[config.mk]
export PLATFORM = sky130hd
export DESIGN_NAME = four_channel_dma_sequencer
export DESIGN_NICKNAME = d
export VERILOG_FILES = /design/src/hw/rtl/dsq_pkg.sv /design/src/hw/rtl/dsq_ram.sv /design/src/hw/rtl/dsq_step.sv /design/src/hw/rtl/four_channel_dma_sequencer.sv
export SDC_FILE = /design/constraint.sdc
export NUM_CORES = 1
export LEC_CHECK = 0
export BUFFER_PORTS_ARGS = -buffer_cell sky130_fd_sc_hd__buf_2
export CAP_MARGIN = 30
export CORE_MARGIN = 2
export CORE_UTILIZATION = 43
export CTS_CLUSTER_DIAMETER = 200
export DETAILED_ROUTE_END_ITERATION = 10
export GPL_ROUTABILITY_DRIVEN = 1
export HOLD_SLACK_MARGIN = 0.08
export MAX_ROUTING_LAYER = met4
export SLEW_MARGIN = 20
export SYNTH_ARGS = -nofsm -noshare
export SYNTH_HDL_FRONTEND = slang
export SYNTH_SLANG_ARGS = --single-unit
export TNS_END_PERCENT = 20
[constraint.sdc]
create_clock -name clk -period 13.2 [get_ports clk]
set_input_delay 0.66 -clock clk [delete_from_list [all_inputs] [get_ports clk]]
set_output_delay 0.66 -clock clk [all_outputs]
set_load 0.01 [all_outputs]
[src/hw/rtl/dsq_pkg.sv]
// ----------------------------------------------------------------------------
// dsq_pkg
// Shared types, field positions and codes of the four-channel DMA sequencer.
// ----------------------------------------------------------------------------
package dsq_pkg;

	localparam int NUM_CH = 4;
	localparam int CH_W   = 2;
	localparam int CNT_W  = 17;
	localparam int CTL_W  = 26;
	localparam int ADR_W  = 56;
	localparam int OUT_AW = 28;

	// control register fields
	localparam int CTL_EN     = 16;
	localparam int CTL_TIM_LO = 17;
	localparam int CTL_SRC_LO = 19;
	localparam int CTL_DST_LO = 21;
	localparam int CTL_WORD   = 23;
	localparam int CTL_REPEAT = 24;
	localparam int CTL_IRQ    = 25;

	// register index of the first control register
	localparam logic [2:0] REG_CTRL0 = 3'd4;

	localparam logic CMD_TRIGGER = 1'b0;
	localparam logic CMD_ADVANCE = 1'b1;

	localparam logic [1:0] TIM_NOW     = 2'd0;
	localparam logic [1:0] TIM_VBLANK  = 2'd1;
	localparam logic [1:0] TIM_HBLANK  = 2'd2;
	localparam logic [1:0] TIM_SPECIAL = 2'd3;

	localparam logic [1:0] AM_INC    = 2'd0;
	localparam logic [1:0] AM_DEC    = 2'd1;
	localparam logic [1:0] AM_FIXED  = 2'd2;
	localparam logic [1:0] AM_RELOAD = 2'd3;

	localparam logic [5:0]       FIFO_THRESHOLD = 6'd16;
	localparam logic [CNT_W-1:0] FORCED_COUNT   = 17'd4;

	typedef struct packed {
		logic last;
		logic irq;
		logic word;
		logic live_clr;
	} step_t;

	function automatic logic [CNT_W-1:0] full_count(input logic [15:0] cnt);
		full_count = (cnt == 16'd0) ? 17'h10000 : {1'b0, cnt};
	endfunction

endpackage

[src/hw/rtl/dsq_ram.sv]
// ----------------------------------------------------------------------------
// dsq_ram
// Generic single-write, single-read RAM with registered read data.
// ----------------------------------------------------------------------------
module dsq_ram #(
	parameter int WIDTH = 8,
	parameter int DEPTH = 4
) (
	input  logic                     clk,
	input  logic                     we,
	input  logic [$clog2(DEPTH)-1:0] waddr,
	input  logic [WIDTH-1:0]         wdata,
	input  logic                     re,
	input  logic [$clog2(DEPTH)-1:0] raddr,
	output logic [WIDTH-1:0]         rdata
);

	logic [WIDTH-1:0] mem_q [DEPTH];

	always_ff @(posedge clk) begin
		if (we) begin
			mem_q[waddr] <= wdata;
		end
		if (re) begin
			rdata <= mem_q[raddr];
		end
	end

endmodule

[src/hw/rtl/dsq_step.sv]
// ----------------------------------------------------------------------------
// dsq_step
// Issue step for one channel: address stepping, count decrement and reload.
// ----------------------------------------------------------------------------
module dsq_step #(
	parameter int ADDR_BITS = 28
) (
	input  logic [2*ADDR_BITS+dsq_pkg::CNT_W-1:0] rd_data,
	input  logic                                  count4,
	input  logic [dsq_pkg::CTL_W-1:0]             ctrl,
	input  logic                                  forced,
	input  logic [ADDR_BITS-1:0]                  reload_tgt,
	output logic [ADDR_BITS-1:0]                  cur_src,
	output logic [ADDR_BITS-1:0]                  cur_tgt,
	output logic [2*ADDR_BITS+dsq_pkg::CNT_W-1:0] wr_data,
	output dsq_pkg::step_t                        st
);
	import dsq_pkg::*;

	logic [CNT_W-1:0]     cnt;
	logic [CNT_W-1:0]     cnt_n;
	logic [ADDR_BITS-1:0] seek;
	logic [ADDR_BITS-1:0] src_n;
	logic [ADDR_BITS-1:0] tgt_n;
	logic [1:0]           smode;
	logic [1:0]           tmode;

	always_comb begin
		cur_src  = rd_data[ADDR_BITS-1:0];
		cur_tgt  = rd_data[2*ADDR_BITS-1:ADDR_BITS];
		cnt      = count4 ? FORCED_COUNT : rd_data[2*ADDR_BITS +: CNT_W];
		st.word  = forced | ctrl[CTL_WORD];
		seek     = st.word ? ADDR_BITS'(4) : ADDR_BITS'(2);
		smode    = ctrl[CTL_SRC_LO +: 2];
		tmode    = forced ? AM_FIXED : ctrl[CTL_DST_LO +: 2];

		unique case (smode)
			AM_INC:  src_n = cur_src + seek;
			AM_DEC:  src_n = cur_src - seek;
			default: src_n = cur_src;
		endcase

		unique case (tmode)
			AM_INC, AM_RELOAD: tgt_n = cur_tgt + seek;
			AM_DEC:            tgt_n = cur_tgt - seek;
			default:           tgt_n = cur_tgt;
		endcase

		st.last     = (cnt <= CNT_W'(1));
		st.irq      = st.last & ctrl[CTL_IRQ];
		st.live_clr = st.last & ~ctrl[CTL_REPEAT];
		cnt_n       = cnt - CNT_W'(1);

		if (st.last) begin
			cnt_n = ctrl[CTL_REPEAT] ? full_count(ctrl[15:0]) : '0;
			if (tmode == AM_RELOAD) begin
				tgt_n = reload_tgt;
			end
		end

		wr_data = {cnt_n, tgt_n, src_n};
	end

endmodule

[src/hw/rtl/four_channel_dma_sequencer.sv]
// An accepted input word passes the stage-1 registers and the output register to m_tdata.
// Throughput: one input word per cycle, trigger and advance alike, while m_tready is high.
// The run state sits in a 4-entry RAM; an advance reads its entry in stage 0 and writes
// it back stepped in stage 1, forwarded to an advance on the same channel right behind it.
// arst_n clears config registers, live/armed/forced flags and the pipeline valid bits.
// ----------------------------------------------------------------------------
// four_channel_dma_sequencer
// Four-channel fixed-priority DMA sequencer: arms channels on trigger events
// and issues one transfer unit per advance from the lowest armed channel.
// ----------------------------------------------------------------------------
module four_channel_dma_sequencer #(
	parameter int ADDR_BITS = 28
) (
	input  logic        clk,
	input  logic        arst_n,
	input  logic        cfg_we,
	input  logic [2:0]  cfg_index,
	input  logic [55:0] cfg_data,
	input  logic        s_tvalid,
	output logic        s_tready,
	// vblank_seen, hblank_seen, hdma_seen, fifo_a_level[5:0], fifo_b_level[5:0], pad
	input  logic [15:0] s_tdata,
	// cmd
	input  logic        s_tuser,
	output logic        m_tvalid,
	input  logic        m_tready,
	// channel[1:0], source_addr[27:0], target_addr[27:0], word_unit, irq_raise,
	// armed_mask[3:0]
	output logic [63:0] m_tdata,
	// unit_valid
	output logic        m_tuser,
	// last_unit
	output logic        m_tlast
);
	import dsq_pkg::*;

	localparam int RW = 2*ADDR_BITS + CNT_W;

	logic [ADR_W-1:0] addr_q [NUM_CH];
	logic [CTL_W-1:0] ctrl_q [NUM_CH];
	logic [NUM_CH-1:0] live_q, armed_q, forced_q, count4_q;

	logic          valid_s1, cmd_s1, hit_s1, fwd_s1;
	logic [CH_W-1:0] ch_s1;
	logic [RW-1:0] fwd_data_q;

	logic        out_valid_q, out_tuser_q, out_tlast_q;
	logic [63:0] out_tdata_q;

	logic en, acc, act_s1, cfg_ctl;
	logic [CH_W-1:0] cfg_ch, rd_ch;
	logic any_armed;
	logic [NUM_CH-1:0] fin_mask, clr_mask, armed_cur, live_cur, arm_mask, force_mask;
	logic [RW-1:0] rd_data, ram_q, step_wr, ram_wdata;
	logic          ram_we;
	logic [CH_W-1:0] ram_waddr;
	logic [ADDR_BITS-1:0] cur_src, cur_tgt, reload_tgt;
	logic [31:0] src_w, tgt_w;
	step_t st;

	logic vb, hb, hd;
	logic [5:0] lvl_a, lvl_b;

	assign vb    = s_tdata[0];
	assign hb    = s_tdata[1];
	assign hd    = s_tdata[2];
	assign lvl_a = s_tdata[8:3];
	assign lvl_b = s_tdata[14:9];

	assign en       = ~out_valid_q | m_tready;
	assign s_tready = en;
	assign acc      = s_tvalid & en;
	assign cfg_ctl  = cfg_we & (cfg_index >= REG_CTRL0);
	assign cfg_ch   = cfg_index[CH_W-1:0];

	// ---------------- stage 1: step the entry read in stage 0
	assign rd_data    = fwd_s1 ? fwd_data_q : ram_q;
	assign reload_tgt = ADDR_BITS'(addr_q[ch_s1][55:28]);

	dsq_step #(.ADDR_BITS(ADDR_BITS)) u_step (
		.rd_data    (rd_data),
		.count4     (count4_q[ch_s1]),
		.ctrl       (ctrl_q[ch_s1]),
		.forced     (forced_q[ch_s1]),
		.reload_tgt (reload_tgt),
		.cur_src    (cur_src),
		.cur_tgt    (cur_tgt),
		.wr_data    (step_wr),
		.st         (st)
	);

	assign act_s1 = valid_s1 & (cmd_s1 == CMD_ADVANCE) & hit_s1;

	always_comb begin
		fin_mask = '0;
		clr_mask = '0;
		if (act_s1 && st.last) begin
			fin_mask[ch_s1] = 1'b1;
		end
		if (act_s1 && st.live_clr) begin
			clr_mask[ch_s1] = 1'b1;
		end
		armed_cur = armed_q & ~fin_mask;
		live_cur  = live_q & ~clr_mask;
	end

	// ---------------- stage 0: channel select and trigger arming
	always_comb begin
		rd_ch     = '0;
		any_armed = |armed_cur;
		for (int i = NUM_CH-1; i >= 0; i--) begin
			if (armed_cur[i]) begin
				rd_ch = CH_W'(i);
			end
		end
	end

	always_comb begin
		arm_mask   = '0;
		force_mask = '0;
		for (int i = 0; i < NUM_CH; i++) begin
			if (live_cur[i] && !armed_cur[i]) begin
				unique case (ctrl_q[i][CTL_TIM_LO +: 2])
					TIM_NOW:    arm_mask[i] = 1'b1;
					TIM_VBLANK: arm_mask[i] = vb;
					TIM_HBLANK: arm_mask[i] = hb;
					TIM_SPECIAL: begin
						if (i == 1) begin
							force_mask[i] = (lvl_a <= FIFO_THRESHOLD);
						end else if (i == 2) begin
							force_mask[i] = (lvl_b <= FIFO_THRESHOLD);
						end else if (i == 3) begin
							arm_mask[i] = hd;
						end
						arm_mask[i] = arm_mask[i] | force_mask[i];
					end
				endcase
			end
		end
		if (!(acc && s_tuser == CMD_TRIGGER)) begin
			arm_mask   = '0;
			force_mask = '0;
		end
	end

	// ---------------- run state RAM
	always_comb begin
		ram_we    = en & act_s1;
		ram_waddr = ch_s1;
		ram_wdata = step_wr;
		if (cfg_ctl) begin
			ram_we    = 1'b1;
			ram_waddr = cfg_ch;
			ram_wdata = {full_count(cfg_data[15:0]),
				ADDR_BITS'(addr_q[cfg_ch][55:28]),
				ADDR_BITS'(addr_q[cfg_ch][27:0])};
		end
	end

	dsq_ram #(.WIDTH(RW), .DEPTH(NUM_CH)) u_ram (
		.clk   (clk),
		.we    (ram_we),
		.waddr (ram_waddr),
		.wdata (ram_wdata),
		.re    (en),
		.raddr (rd_ch),
		.rdata (ram_q)
	);

	// ---------------- config registers and channel flags
	always_ff @(posedge clk or negedge arst_n) begin
		if (!arst_n) begin
			for (int i = 0; i < NUM_CH; i++) begin
				addr_q[i] <= '0;
				ctrl_q[i] <= '0;
			end
			live_q   <= '0;
			armed_q  <= '0;
			forced_q <= '0;
			count4_q <= '0;
		end else if (cfg_we) begin
			if (cfg_ctl) begin
				ctrl_q[cfg_ch]   <= cfg_data[CTL_W-1:0];
				live_q[cfg_ch]   <= cfg_data[CTL_EN];
				armed_q[cfg_ch]  <= 1'b0;
				forced_q[cfg_ch] <= 1'b0;
				count4_q[cfg_ch] <= 1'b0;
			end else begin
				addr_q[cfg_ch] <= cfg_data;
			end
		end else if (en) begin
			live_q   <= live_cur;
			armed_q  <= armed_cur | arm_mask;
			forced_q <= forced_q | force_mask;
			count4_q <= (count4_q & ~(act_s1 ? (NUM_CH'(1) << ch_s1) : '0)) | force_mask;
		end
	end

	// ---------------- pipeline and output register
	always_ff @(posedge clk or negedge arst_n) begin
		if (!arst_n) begin
			valid_s1    <= 1'b0;
			fwd_s1      <= 1'b0;
			out_valid_q <= 1'b0;
		end else if (en) begin
			valid_s1    <= acc;
			fwd_s1      <= act_s1 & (ch_s1 == rd_ch);
			out_valid_q <= valid_s1;
		end
	end

	assign src_w = 32'(cur_src);
	assign tgt_w = 32'(cur_tgt);

	always_ff @(posedge clk) begin
		if (en) begin
			cmd_s1     <= s_tuser;
			hit_s1     <= any_armed;
			ch_s1      <= rd_ch;
			fwd_data_q <= step_wr;
			if (act_s1) begin
				out_tdata_q <= {armed_cur, st.irq, st.word, tgt_w[OUT_AW-1:0],
					src_w[OUT_AW-1:0], ch_s1};
			end else begin
				out_tdata_q <= {armed_cur, 60'd0};
			end
			out_tuser_q <= act_s1;
			out_tlast_q <= act_s1 & st.last;
		end
	end

	assign m_tvalid = out_valid_q;
	assign m_tdata  = out_tdata_q;
	assign m_tuser  = out_tuser_q;
	assign m_tlast  = out_tlast_q;

	// ---------------- checks
	a_armed_live: assert property (@(posedge clk) disable iff (!arst_n)
		(armed_q & ~live_q) == '0)
		else $error("armed channel not live");

	a_count4_forced: assert property (@(posedge clk) disable iff (!arst_n)
		(count4_q & ~forced_q) == '0)
		else $error("count override without fifo mode");

	a_forced_chan: assert property (@(posedge clk) disable iff (!arst_n)
		!forced_q[0] && !forced_q[3])
		else $error("fifo mode on channel 0 or 3");

	a_fwd_advance: assert property (@(posedge clk) disable iff (!arst_n)
		$rose(fwd_s1) |-> $past(act_s1))
		else $error("forward without a write-back");

endmodule

==> metrics.yaml, run 1 <==
power:
  vdd_drop_max_mv: 0.107
  power_leakage_nw: 18.3
  report.power.total_mw: 10.2
  power_per_cell_area_nw_per_um2: 228
placed_design:
  dp_hpwl_um: 61800
  dp_cells: 4012
  placement.io_buffers: 147
  finalWeightedCongestion: 0.881
  pre_cts_slack_ps: 6930
  placed_area_um2: 41600
yosys:
  ys_top_cells_by_area: "edfxtp_1, dfrtp_1, mux2_2"
  ys_types: 79
  synth_xor_xnor_area_share_pct: 1.19
  syn_nets: 2937
  yosys.cell_count.top_type: "edfxtp_1"
  synth-compound-area-share_pct: 4.82
  synthArstFlopShare_pct: 40.3
  synth_top_flop_cell: "edfxtp_1"
  synth_top_cell_by_area: "edfxtp_1"
  synth_area_um2: 39600
  synth-seq-cells: 851
  ys_top_cells_by_count: "edfxtp_1, mux2_2, dfrtp_1, mux2i_1, nand2_1"
  netlist.area_leader.share_pct: 38.5
  synth_top_family_by_area: "multiplexers"
  synth-seq-area-share_pct: 60.1
  yosys.area_share.simple_pct: 6.55
  synth_edf_count: 508
  synth.area.mux_share_pct: 23.1
  syn_inst: 2800
  synth-adder-area-share_pct: 1.77
  avgSynthCellArea_um2: 14.2
  yosysWarnings: 0
worst_setup_path:
  worst-setup-path-type: "reg -> reg"
  worstPathRequired_ps: 13590
  crit_path_end_kind: "register"
  worstSetupStartpointType: "register"
  worstPathArrival_ps: 6610
  critPathMaxFanout: 32
clocking:
  ctsHoldBuffers: 0
  cts_resized: 0
  cts_max_level: 3
  cts_root_buffer: "clkbuf_16"
  cts_tree: "yes"
  clockBufferDepth: 3
  clkSlewWorstSetupHoldPaths_ps: 60
  cts_buffers: 92
  cts_setup_buffers: 0
  clock_latency_ps: 660
  cts.sinks: 851
finish:
  syn_to_final_growth_pct: 12.8
  fin_cells: 4200
  fin_util_pct: 48.9
  postLayoutCellArea_um2: 44700
  drive_gt1_share_pct: 27.9
  nets: 3059
routing:
  route.detailed.wl_per_inst_um: 23.7
  first_pass_iters: 5
  drt_iter0_markers: 1854
  viasPerCell: 5.67
  drt_wl_total_um: 99500
  antenna_left: 0
  drc: 0
  routed-via-count: 23800
floorplan:
  core_um2: 91500
  fp.dieH_um: 308
  start_util_pct: 43.3
  core.rowCount: 111
  ioPinCount: 149
  die-width_um: 308
  die-area_um2: 94600
timing:
  final.min_clock_period_ps: 6230
  rsz0062_at_grt: "no"
  min_period_over_period_pct: 47.2
  setup_tns_ps: 0
  slew_viol_final: 0
  hold_viol_final: 0
  fin_skew_ps: 28.9
  worstMarginPinSlew_ps: 1040
  fin_hold_ws_ps: 103
  fmax_ghz: 0.161
  layout_setup_ws_ps: 6970
  setup_violations: 0
  max_slew_margin_pct: 30.6
global_routing:
  antenna_found_initial: 20
  grt_start_max_net_pins: 131
  overflow: 0
  grt_pass1_vias: 25200
  grt_pass1_wl_um: 152000
  grt.total_usage_pct: 21.8
hold_path:
  hold_class: "in -> async"
outcome:
  status: "finished clean"
flow_run:
  max_cap_viol_count: 0
cell type report:
class | count | area (um2)
Clock buffer | 123 | 2590
Fill cell | 7754 | 46800
Antenna cell | 13 | 32.5
Multi-Input combinational cell | 1727 | 14900
Clock inverter | 50 | 454
Timing Repair Buffer | 192 | 1150
Tap cell | 1186 | 1480
Sequential cell | 851 | 23800
Inverter | 58 | 225
worst max-delay path, cell delays in order, from the launching register on:
cell and delay, ps:
edfxtp_1 370, buf_4 550, buf_4 720, mux4_2 690, nand2_1 180, inv_1 420
ha_1 540, nand3_1 130, or2_2 320, a31o_2 230, a21oi_1 140, nor2_1 110
o21ai_0 550, a21oi_1 190, o211ai_1 340, xnor2_1 140, mux2_2 300
cells by family (layout without fill, tap and decap cells):
kind of cell,Yosys count,count (layout)
and+or+nand+nor,588,588
adders and majority gates,56,56
AOI/OAI and AO/OA,296,296
buffers and inverters,222,423
DFF,851,851
xor gates and xnor gates,54,54
muxes,733,733
other,0,13
layer usage:
layer	up-vias	global-route usage, %	share of wire (%)
met1	12300	29.4	45
met2	610	34.4	47
met3	155	3.81	5.4
met4	0	5.88	1.9
li1	10700	-	-
met5	-	-	0
final timing paths:
check	from	to	slack, ps	cells past startpoint
min	arst_n	addr_q[43]	100	1
max reg2reg	ch_s1[0]	u_ram.mem_q[0][27]	6970	16
max in group asynchronous	arst_n	addr_q[69]	11020	4
min in group clk	s_tuser	cmd_s1	200	1
max	ch_s1[0]	u_ram.mem_q[0][27]	6970	16
min reg2reg	ctrl_q[97]	ctrl_q[97]	470	2
power breakdown:
part / switching [mW] / leakage [nW] / internal [mW] / total, mW
Clock: 1.06 / 1.50 / 1.50 / 2.57
Sequential: 0.251 / 9.04 / 3.85 / 4.10
Combinational: 2.06 / 7.74 / 1.47 / 3.53
cell usage in the layout, fill, tap and decap left out, drive strengths merged, types with 7 or more instances in the layout:
cell type,count
nor4,14
nor3,16
nand4,7
mux4,109
a21oi,92
xnor2,32
a21o,18
diode,13
nor2b,11
and3,9
o21a,11
o211ai,7
clkbuf,123
nor2,200
nand3,27
mux2,355
o21ai,68
inv,62
dfrtp,343
buf,192
or3,9
xor2,22
a31oi,21
nand2,231
and2,37
o31ai,8
mux2i,269
ha,56
a22o,12
edfxtp,508
nand2b,9
clkinv,35
registers in the layout (all words and copies together) (netlist names), 2 cells and up:
name         flops
u_ram.mem_q    292
addr_q         224
ctrl_q         100
fwd_data_q      73
u_ram.rdata     73
m_tdata         64
armed_q          4
count4_q         4
forced_q         4
live_q           4
ch_s1            2
No activity file was read; power rests on OpenSTA's default activity.
==> run 2, diff against run 1 <==
Clock period 13.2 ns to 6.1 ns, I/O delays scaled along.
==> metrics.yaml, run 2 (synthesis results as in run 1) <==
outcome:
  status: "finished clean"
worst_setup_path:
  path_common_cell: "o21ai_0"
  worstPathArrival_ps: 5820  # -790 ps
  critPathMaxFanout: 10  # -69%
  worstSetupStartpointType: "register"
  crit_buf_inv: 1  # -2
  path_cells: "mux4_2 > nor2_1 > inv_1 > ha_1 > o21a_1 > o211a_1 > o21ai_0 > o211ai_1 > a31oi_1 > o21ai_0 > mux2i_1 > xnor2_1 > a21oi_1 > mux2_2"
  crit_path_start: "ch_s1[0]"
  worstPathRequired_ps: 6490  # -7100 ps
  r2r_start: "ch_s1[0]"
  r2r_cells: 14  # -2
  critical_path_depth: 14  # -2
  critPathSlowestCell: "edfxtp_1"
  worst-setup-path-type: "reg -> reg"
  critPathMaxStageDelay_ps: 710  # about the same
  cp_top_family: "compound AO/OA/AOI/OAI gates"
  crit_path_end_kind: "register"
timing:
  final.min_clock_period_ps: 5430  # -798 ps
  setup_violations: 0  # unchanged
  rsz0062_at_grt: "no"
  slew_viol_final: 0  # unchanged
  fin_hold_ws_ps: 151  # +47.9 ps
  fmax_ghz: 0.184  # +15%
  max_slew_margin_pct: 33.1  # +2.5 points
  min_period_over_period_pct: 89.0  # +42 points
  fin_skew_ps: 26.9  # -2.07 ps
  worstMarginPinSlew_ps: 1000  # -37.6 ps
  layout_setup_ws_ps: 670  # -6300 ps
  setup_tns_ps: 0  # unchanged
  hold_viol_final: 0  # unchanged
power:
  report.power.total_mw: 22.1  # +120%
  power_per_cell_area_nw_per_um2: 485  # +110%
  vdd_drop_max_mv: 0.254  # +140%
  power_leakage_nw: 18.6  # +1.6%
  pwr-share-clk_pct: 24.8  # -0.4 points
  sw_frac_of_total_pct: 33.0  # -0.054 points
  pwr-share-seq_pct: 40.3  # about the same
  internal-power_mw: 14.8  # +120%
  power_frac_comb_pct: 34.9  # +0.3 points
  power_switching_mw: 7.29  # +120%
clocking:
  cts_resized: 0  # unchanged
  clockBufferDepth: 3  # unchanged
  clock_latency_ps: 650  # about the same
  cts_max_level: 3  # unchanged
  cts_root_buffer: "clkbuf_16"
  cts_buffers: 92  # unchanged
  cts.sinks: 851  # unchanged
  clkSlewWorstSetupHoldPaths_ps: 60  # about the same
  cts_tree: "yes"
floorplan:
  start_util_pct: 43.3  # unchanged
  die-width_um: 308  # unchanged
  fp.dieH_um: 308  # unchanged
  core.rowCount: 111  # unchanged
  die-area_um2: 94600  # unchanged
  ioPinCount: 149  # unchanged
  core_um2: 91500  # unchanged
hold_path:
  hold_class: "in -> reg"
  min_delay_path_depth: 5
  holdCritStartpoint: "s_tdata[8]"
finish:
  final_common_cell: "edfxtp_1"
  largest_reg_flops: 292  # unchanged
  final_cell_mix: "edfxtp_1, mux2_2, dfrtp_1, mux2i_1, nand2_1"
  drive_gt1_share_pct: 27.1  # -0.80 points
  syn_to_final_growth_pct: 14.7
  reg.largest.list: "u_ram.mem_q: 292 flops, addr_q: 224 flops, ctrl_q: 100 flops"
  postLayoutCellArea_um2: 45500  # +1.6%
  multiInputGateArea_um2: 14900  # unchanged
  fin_cells: 4275  # +1.8%
  seq_area_um2: 23800  # unchanged
  fillCellCount: 7760  # +0.077%
  top_register: "u_ram.mem_q"
  nets: 3136  # +2.5%
  fin_util_pct: 49.7  # +0.80 points
routing:
  first_pass_iters: 5  # unchanged
  drc: 0  # unchanged
  drt_iter0_markers: 1757  # -5.2%
  drt_wl_total_um: 101000  # +1.8%
  route.detailed.wl_per_inst_um: 23.7  # about the same
  viasPerCell: 5.64  # -0.55%
  routed-via-count: 24100  # +1.2%
  antenna_left: 0  # unchanged
global_routing:
  grt_start_max_net_pins: 135  # +3.1%
  grt.total_usage_pct: 22.2  # +0.39 points
  grt_pass1_vias: 24900  # -1.1%
  antenna_found_initial: 10  # -50%
  grt_pass1_wl_um: 154000  # +1.1%
  overflow: 0  # unchanged
placed_design:
  placed_area_um2: 41800  # +0.53%
  dp_cells: 4028  # +0.40%
  pre_cts_slack_ps: 732  # -6200 ps
  finalWeightedCongestion: 0.852  # -3.3%
  placement.io_buffers: 147  # unchanged
  dp_hpwl_um: 64200  # +3.9%
flow_run:
  max_cap_viol_count: 0  # unchanged
==> run 2: power groups by stage <==
stage / combinational (mW) / sequential, mW / clock [mW]
finish: 7.69 / 8.90 / 5.47
floorplan: 5.66 / 8.84 / 0
detailed placement: 7.61 / 9.01 / 0
global route: 8.50 / 9.05 / 5.84
CTS: 7.69 / 8.91 / 5.58
global placement: 7.40 / 8.92 / 0
==> run 2: final cells by class <==
cell class	count	share of cell area, %
Inverter	58	0.487
Antenna cell	11	0.0606
Sequential cell	851	52.5
Clock buffer	145	5.91
Clock inverter	28	0.617
Multi-Input combinational cell	1727	32.9
Timing Repair Buffer	269	4.35
Tap cell	1186	3.26
==> run 2: layer usage <==
metal	vias to the layer above	part of all wire [%]	GRT usage, %
met5	-	0	-
met4	0	1.7	5.22
met3	124	5.4	3.67
met2	636	47	34.1
met1	12500	46	31.1
li1	10900	-	-
==> run 2: worst min-delay path, delay by kind of cell <==
| kind | cells | cell delay (ps) |
|---|---|---|
| AOI/OAI and AO/OA | 1 | 60 |
| buffers and inverters | 1 | 70 |
| and+or+nand+nor | 3 | 320 |
==> run 2: repair_timing <==
action | 4_1_cts | 5_1_grt
buffers inserted | 0 | 0
hold buffers | 63 | 0
hold endpoints to repair | 375 | 0
==> run 2: final timing paths <==
check                                      to  slack [ps]
setup / recovery           u_ram.mem_q[2][55]         670
hold / removal                    forced_q[1]         150
setup reg to reg           u_ram.mem_q[2][55]         670
hold reg to reg                    ctrl_q[88]         470
max in group asynchronous          ctrl_q[85]        4320
min in group asynchronous         addr_q[102]         410
==> run 3, diff against run 2 <==
Settings changed: CORE_UTILIZATION 43 to 48.
==> metrics.yaml, run 3 (synthesis results as in run 1) <==
placed_design:
  pre_cts_slack_ps: 737  # +4.47 ps
  dp_hpwl_um: 62300  # -2.9%
  placement.io_buffers: 147  # unchanged
  finalWeightedCongestion: 0.866  # +1.7%
  dp_cells: 3916  # -2.8%
  placed_area_um2: 41700  # -0.39%
finish:
  fin_util_pct: 55.1  # +5.5 points
  final_common_cell: "edfxtp_1"
  final_cell_mix: "edfxtp_1, mux2_2, dfrtp_1, mux2i_1, nand2_1"
  reg.largest.list: "u_ram.mem_q: 292 flops, addr_q: 224 flops, ctrl_q: 100 flops"
  nets: 3137  # +0.032%
  syn_to_final_growth_pct: 14.0
  fin_cells: 4154  # -2.8%
  fillCellCount: 6714  # -13%
  largest_reg_flops: 292  # unchanged
  drive_gt1_share_pct: 27.3  # +0.22 points
  top_register: "u_ram.mem_q"
  postLayoutCellArea_um2: 45200  # -0.54%
timing:
  fin_skew_ps: 29.5  # +2.65 ps
  setup_tns_ps: 0  # unchanged
  final.min_clock_period_ps: 5380  # -47.5 ps
  rsz0062_at_grt: "no"
  layout_setup_ws_ps: 718  # +47.5 ps
  slew_viol_final: 0  # unchanged
  max_slew_margin_pct: 26.6  # -6.5 points
  min_period_over_period_pct: 88.2  # -0.78 points
  fmax_ghz: 0.186  # +0.88%
  worstMarginPinSlew_ps: 1100  # +97.4 ps
  setup_violations: 0  # unchanged
  fin_hold_ws_ps: 116  # -34.6 ps
  hold_viol_final: 0  # unchanged
routing:
  viasPerCell: 5.80  # +2.9%
  routed-via-count: 24100  # -0.046%
  drt_iter0_markers: 1945  # +11%
  drc: 0  # unchanged
  first_pass_iters: 6  # +1
  drt_wl_total_um: 100000  # -1.1%
  antenna_left: 0  # unchanged
  route.detailed.wl_per_inst_um: 24.1  # +1.7%
worst_setup_path:
  worst-setup-path-type: "reg -> reg"
  path_cells: "mux4_2 > inv_1 > buf_4 > nand2_1 > inv_1 > buf_4 > ha_1 > a21oi_1 > nand2_1 > o21ai_0 > a21oi_1 > nor2_1 > o21ai_0 > buf_4 > a21o_1 > a21oi_1 > xor2_1 > o31ai_1"
  worstPathRequired_ps: 6470  # -20 ps
  r2r_cells: 18  # +4
  critPathMaxStageDelay_ps: 700  # about the same
  critPathSlowestCell: "edfxtp_1"
  crit_path_end_kind: "register"
  r2r_end: "u_ram.mem_q[1][23]"
  worstPathArrival_ps: 5760  # -60 ps
  critPathMaxFanout: 17  # +7
  worstSetupStartpointType: "register"
  r2r_start: "ch_s1[0]"
  crit_buf_inv: 5  # +4
  r2r_slack_ps: 720  # +50 ps
  cp_top_family: "compound AO/OA/AOI/OAI gates"
global_routing:
  grt_pass1_wl_um: 153000  # -0.70%
  grt_pass1_vias: 24900  # -0.080%
  overflow: 0  # unchanged
  antenna_found_initial: 11  # +1
  grt.total_usage_pct: 24.5  # +2.2 points
  grt_start_max_net_pins: 174  # +29%
clocking:
  cts_buffers: 90  # -2.2%
  clkSlewWorstSetupHoldPaths_ps: 60  # about the same
  cts_root_buffer: "clkbuf_16"
  cts.sinks: 851  # unchanged
  cts_tree: "yes"
  clock_latency_ps: 640  # about the same
  clockBufferDepth: 3  # unchanged
  cts_max_level: 3  # unchanged
power:
  vdd_drop_max_mv: 0.243  # -4.0%
  power_per_cell_area_nw_per_um2: 488  # +0.59%
  power_leakage_nw: 18.5  # -0.15%
  report.power.total_mw: 22.1  # about the same
floorplan:
  fp.dieH_um: 291  # -5.3%
  die-width_um: 291  # -5.3%
  start_util_pct: 48.4  # +5.0 points
  ioPinCount: 149  # unchanged
  core_um2: 82000  # -10%
  core.rowCount: 105  # -5.4%
  die-area_um2: 84900  # -10%
hold_path:
  hold_class: "in -> reg"
  min_delay_path_depth: 5  # unchanged
  min_to: "fwd_s1"
  holdCritStartpoint: "m_tready"
flow_run:
  max_cap_viol_count: 0  # unchanged
outcome:
  status: "finished clean"
-- run 3: timing repair --
action | CTS | global route
hold buffers | 62 | 0
endpoints found under the hold margin | 331 | 0
resized for setup | 0 | 0
buffers inserted | 0 | 0
-- run 3: worst min-delay path: stages --
cell and delay (ps):
buf_2 70, nor2b_1 30, buf_4 170, nand2_1 80, o41ai_1 60
-- run 3: worst max-delay path by stage --
stage,startpoint,endpoint,slack (ps),cells after the start
6_report,ch_s1[0],u_ram.mem_q[1][23],720,18
3_3_place_gp,ch_s1[0],u_ram.mem_q[0][27],800,18
3_5_place_dp,ch_s1[0],u_ram.rdata[24],740,13
4_1_cts,ch_s1[0],u_ram.rdata[24],690,13
5_1_grt,ch_s1[0],u_ram.mem_q[3][26],320,17
2_1_floorplan,m_tvalid,u_ram.mem_q[0][0],-800,5
-- run 3: layer usage --
layer  vias up  wire [um]  track usage [%]
met4         0       2550             7.46
met3       159       5330             3.44
met1     12400      46300             34.5
met5         -          0                -
li1      10900          -                -
met2       659      46000             37.0
-- run 3: power by group --
part           internal [mW]  total, mW  switching [mW]
sequential              8.34       8.91           0.570
combinational           3.26       7.77            4.51
clock                   3.16       5.40            2.24
-- run 3: layout make-up --
class / count / area [um2] / share of cell area [%]
Multi-Input combinational cell: 1727 / 14900 / 33.0
Timing Repair Buffer: 272 / 1950 / 4.31
Clock buffer: 135 / 2610 / 5.76
Antenna cell: 9 / 22.5 / 0.0498
Sequential cell: 851 / 23800 / 52.7
Clock inverter: 32 / 295 / 0.653
Inverter: 58 / 221 / 0.490
Tap cell: 1070 / 1340 / 2.96
